==> src/hdl/swlm_pkg.sv <==
// ----------------------------------------------------------------------------
// swlm_pkg
// shared types, constants and command/status structs of the latency matcher
// ----------------------------------------------------------------------------
package swlm_pkg;

	localparam int TABLE_ENTRIES = 64;
	localparam int IDX_W         = $clog2(TABLE_ENTRIES);
	localparam int TID_W         = 22;
	localparam int TIME_W        = 48;
	localparam int CPU_W         = 8;
	localparam int CFG_ADDR_W    = 4;
	localparam int CFG_DATA_W    = 64;

	typedef enum logic [CFG_ADDR_W-4:0] {
		REG_WAIT_THRESHOLD = 1'b0
	} reg_index_t;

	typedef enum logic {
		OP_SWITCH = 1'b0,
		OP_WAKEUP = 1'b1
	} op_t;

	typedef enum logic [1:0] {
		REPORT_PASS      = 2'd0,
		REPORT_LONG_WAIT = 2'd1,
		REPORT_FULL      = 2'd2
	} report_kind_t;

	typedef struct packed {
		op_t                 operation;
		logic [TID_W-1:0]    task_id;
		logic [TIME_W-1:0]   timestamp;
		logic [CPU_W-1:0]    cpu;
	} in_item_t;

	typedef struct packed {
		report_kind_t        report_kind;
		logic [TID_W-1:0]    task_id_res;
		logic [TIME_W-1:0]   wait_time;
		logic [TIME_W-1:0]   sleep_time;
		logic [CPU_W-1:0]    sleep_cpu;
		logic [TIME_W-1:0]   event_time;
		logic [CPU_W-1:0]    event_cpu;
	} out_item_t;

	typedef enum logic [2:0] {
		ST_IDLE,
		ST_MATCH,
		ST_DECIDE,
		ST_READ,
		ST_CHECK,
		ST_EMIT
	} state_t;

	typedef struct packed {
		logic         capture;
		logic         match;
		logic         write_entry;
		logic         free_entry;
		logic         read_entry;
		logic         diff;
		logic         set_kind;
		report_kind_t kind;
		logic         load_result;
	} dp_cmd_t;

	typedef struct packed {
		logic thr_zero;
		logic is_wakeup;
		logic hit_any;
		logic free_any;
		logic long_wait;
		logic res_free;
	} dp_status_t;

endpackage

==> src/hdl/swlm_ctrl.sv <==
// ----------------------------------------------------------------------------
// swlm_ctrl
// sequencer: steps one request through match, decide, read, check and emit
// ----------------------------------------------------------------------------
module swlm_ctrl (
	input  logic                 clk,
	input  logic                 arst_n,
	input  logic                 in_valid,
	output logic                 in_ready,
	input  swlm_pkg::dp_status_t status,
	output swlm_pkg::dp_cmd_t    cmd
);

	swlm_pkg::state_t state_q, state_nx;

	always_ff @(posedge clk or negedge arst_n) begin
		if (!arst_n) begin
			state_q <= swlm_pkg::ST_IDLE;
		end else begin
			state_q <= state_nx;
		end
	end

	// next state
	always_comb begin
		state_nx = state_q;
		unique case (state_q)
			swlm_pkg::ST_IDLE: begin
				if (in_valid) state_nx = swlm_pkg::ST_MATCH;
			end
			swlm_pkg::ST_MATCH: begin
				state_nx = status.thr_zero ? swlm_pkg::ST_EMIT : swlm_pkg::ST_DECIDE;
			end
			swlm_pkg::ST_DECIDE: begin
				if (status.is_wakeup) begin
					state_nx = status.hit_any ? swlm_pkg::ST_READ : swlm_pkg::ST_IDLE;
				end else begin
					state_nx = (status.hit_any || status.free_any) ?
						swlm_pkg::ST_IDLE : swlm_pkg::ST_EMIT;
				end
			end
			swlm_pkg::ST_READ: begin
				state_nx = swlm_pkg::ST_CHECK;
			end
			swlm_pkg::ST_CHECK: begin
				state_nx = status.long_wait ? swlm_pkg::ST_EMIT : swlm_pkg::ST_IDLE;
			end
			swlm_pkg::ST_EMIT: begin
				if (status.res_free) state_nx = swlm_pkg::ST_IDLE;
			end
			default: state_nx = swlm_pkg::ST_IDLE;
		endcase
	end

	// outputs
	always_comb begin
		cmd      = '0;
		cmd.kind = swlm_pkg::REPORT_PASS;
		in_ready = 1'b0;
		unique case (state_q)
			swlm_pkg::ST_IDLE: begin
				in_ready    = 1'b1;
				cmd.capture = in_valid;
			end
			swlm_pkg::ST_MATCH: begin
				cmd.match    = 1'b1;
				cmd.set_kind = status.thr_zero;
				cmd.kind     = swlm_pkg::REPORT_PASS;
			end
			swlm_pkg::ST_DECIDE: begin
				if (status.is_wakeup) begin
					cmd.free_entry = status.hit_any;
					cmd.read_entry = status.hit_any;
				end else if (status.hit_any || status.free_any) begin
					cmd.write_entry = 1'b1;
				end else begin
					cmd.set_kind = 1'b1;
					cmd.kind     = swlm_pkg::REPORT_FULL;
				end
			end
			swlm_pkg::ST_READ: begin
				cmd.diff = 1'b1;
			end
			swlm_pkg::ST_CHECK: begin
				cmd.set_kind = status.long_wait;
				cmd.kind     = swlm_pkg::REPORT_LONG_WAIT;
			end
			swlm_pkg::ST_EMIT: begin
				cmd.load_result = status.res_free;
			end
			default: begin
				cmd = '0;
			end
		endcase
	end

endmodule

==> config.mk <==
export PLATFORM = sky130hd
export DESIGN_NAME = swlm_ctrl
export DESIGN_NICKNAME = d
export VERILOG_FILES = /design/src/hdl/swlm_pkg.sv /design/src/hdl/swlm_ctrl.sv
export SDC_FILE = /design/constraint.sdc
export NUM_CORES = 1
export LEC_CHECK = 0
export BUFFER_PORTS_ARGS = -buffer_cell sky130_fd_sc_hd__buf_2
export CAP_MARGIN = 20
export CORE_AREA = 2 2 39 41
export CTS_CLUSTER_DIAMETER = 60
export CTS_CLUSTER_SIZE = 10
export DETAILED_ROUTE_END_ITERATION = 6
export DIE_AREA = 0 0 41 43
export PLACE_DENSITY = 0.5
export SLEW_MARGIN = 0
export SYNTH_ARGS = -nofsm -noshare
export SYNTH_HDL_FRONTEND = slang
export SYNTH_SLANG_ARGS = --single-unit
==> constraint.sdc <==
create_clock -name clk -period 1.2 [get_ports clk]
set_clock_uncertainty 0.1 [all_clocks]
set_input_delay 0.06 -clock clk [delete_from_list [all_inputs] [get_ports clk]]
set_output_delay 0.06 -clock clk [all_outputs]
set_load 0.02 [all_outputs]
==> impl_metrics.json <==
{
  "wl_met1_um": 362,
  "worst-setup-path-type": "reg -> out",
  "worstMarginPinSlew_ns": 0.289,
  "grt_max_degree": 9,
  "yosysWarningCount": 0,
  "synthCells": 31,
  "largest_register": "state_q",
  "io_pins": 20,
  "regArea_um2": 78.8,
  "wl_met2_um": 424,
  "drive_gt1_share_pct": 75.8,
  "firstDrtPassIters": 4,
  "startpoint_type": "flop",
  "relSlewSlack_pct": 80.7,
  "cp-end-kind": "output pin",
  "vias_per_cell": 4.44,
  "ant_nets": 0,
  "max_freq_ghz": 0.669,
  "wl_met3_um": 52,
  "layoutNonFillerInstCount": 82,
  "cts_made_buffers": 3,
  "gp_congestion": 0.750,
  "dp_cells": 72,
  "layout_setup_ws_ns": -0.295,
  "synthToLayoutAreaGrowth_pct": 129,
  "syn_area_um2": 287,
  "top_regs": "state_q x3",
  "start_util_pct": 20.7,
  "routed_wl_um": 856,
  "peakVddDrop_uv": 940,
  "die_w_um": 41,
  "top_layer": "met4",
  "largest_register_ffs": 3,
  "num_antenna_cells": 0,
  "period_share_pct": 125,
  "grt_pass1_wl_um": 1210,
  "io_buffers": 19,
  "gr-total-overflow": 0,
  "status": "complete, but fails checks",
  "synth_nets": 40,
  "cp_max_fo": 8,
  "drv_cap": 0,
  "period_needed_ns": 1.50,
  "cts_buffer_depth": 2,
  "cp.required_ns": 1.04,
  "multi_input_area_um2": 228,
  "fill_cells": 129,
  "fin_nets": 76,
  "yosys.cell_types.count": 22,
  "drt-initial-drc-count": 4,
  "drv_slew": 0,
  "leakagePower_nw": 0.327,
  "die_h_um": 43,
  "ys_seq_area_share_pct": 26.2,
  "cts_sinks": 3,
  "die-area_um2": 1760,
  "clock_latency_ns": 0.23,
  "wl_per_cell_um": 10.4,
  "finalSetupTns_ns": -2.92,
  "final_core_util_pct": 47.4,
  "rows": 14,
  "drc": 0,
  "final-hold-violation-count": 0,
  "htreeDepth": 1,
  "hold_class": "in -> reg",
  "fp.coreArea_um2": 1380,
  "grt_pass1_vias": 307,
  "setup_viol": 13,
  "rsz0062_at_grt": "yes",
  "violations": "negative setup slack",
  "cts_tree": "yes",
  "num_vias": 364,
  "powerDensity_nw_per_um2": 2410,
  "worst-endpoint-arrival_ns": 1.34,
  "antenna_found_initial": 0,
  "clk_pin_slew_ns": 0.04,
  "syn_avg_cell_area_um2": 9.24,
  "cts_root_buf": "clkbuf_4",
  "ys_ff_latch": 3,
  "grt.total_usage_pct": 10.4
}
layer usage:
layer / global-route usage [%] / vias to the layer above
li1: - / 184
met1: 13.4 / 164
met2: 15.6 / 14
met3: 1.57 / 2
met4: 6.00 / 0
met5: 0 / -
power breakdown:
part           internal, mW  switching (mW)
combinational         0.681           0.436
sequential            0.156           0.128
clock                 0.125          0.0519
repair_timing:
action / 4_1_cts / 5_1_grt
setup buffers: 3 / 2
hold buffers: 1 / 0
pin swaps: 4 / 2
resized for setup: 24 / 7
setup endpoints to repair: 14 / 14
endpoints found under the hold margin: 3 / 0
Yosys cell counts (all sizes together):
library cell  count  area (um2)
a2111o            1        11.3
a21o              1        7.51
a31oi             1        6.26
and2              2        12.5
and3b             1        8.76
and4b             1        10.0
buf               4        31.3
dfrtp             3        75.1
inv               2        7.51
nand2             3        11.3
nand4             1        6.26
nand4b            1        8.76
nand4bb           1        11.3
nor2              2        7.51
nor2b             1        6.26
nor3              1        5.00
nor3b             1        7.51
nor4              1        12.5
nor4b             2        30.0
nor4bb            1        10.0
metrics by stage:
step / instance area, um2 / hold WS (ns) / worst slack (ns) / power [mW]
global route: 656 / 0.0405 / -0.352 / 1.69
detailed placement: 480 / -0.243 / -0.169 / 1.04
finish: 656 / 0.0182 / -0.295 / 1.58
floorplan: 322 / -0.336 / -0.153 / 0.744
global placement: 480 / -0.241 / -0.156 / 1.05
CTS: 613 / 0.0171 / -0.299 / 1.43
cell usage in the layout, fill, tap and decap left out, drive strengths merged, types with 2 or more instances in the layout:
| cell | n |
|---|---|
| dfrtp | 3 |
| nand2 | 3 |
| buf | 34 |
| clkbuf | 4 |
| nor2 | 2 |
| and2 | 2 |
| inv | 2 |
| nor4b | 2 |
cell families after synthesis:
| group | after synthesis | synth area share [%] |
|---|---|---|
| and+or+nand+nor | 19 | 51.5 |
| buffers and inverters | 6 | 13.5 |
| AOI/OAI and AO/OA | 3 | 8.74 |
| DFF | 3 | 26.2 |
final timing paths:
check	startpoint	slack [ns]	cells after the start	end
worst max register to register	state_q[0]$_DFFE_PN0P_	-0.19	4	state_q[2]$_DFFE_PN0P_
max in group asynchronous	arst_n	0.83	2	state_q[1]$_DFFE_PN0P_
worst max-delay path	state_q[2]$_DFFE_PN0P_	-0.30	4	cmd[3]
min in group asynchronous	arst_n	0.05	2	state_q[2]$_DFFE_PN0P_
worst min-delay path	status[5]	0.02	3	state_q[1]$_DFFE_PN0P_
worst min register to register	state_q[0]$_DFFE_PN0P_	0.65	2	state_q[1]$_DFFE_PN0P_
critical path, stage by stage (launching register included):
cell	delay [ns]
dfrtp_2	0.48
nor4bb_1	0.31
a31oi_1	0.11
nand2_2	0.09
buf_6	0.11
area by class of cell:
cell class                      count  area share, %
Clock buffer                        4           4.01
Inverter                            2           1.15
Multi-Input combinational cell     22           34.7
Sequential cell                     3           12.0
Tap cell                           16           3.05
Timing Repair Buffer               35           45.0
Note: power is estimated with default switching activity, not from simulation.
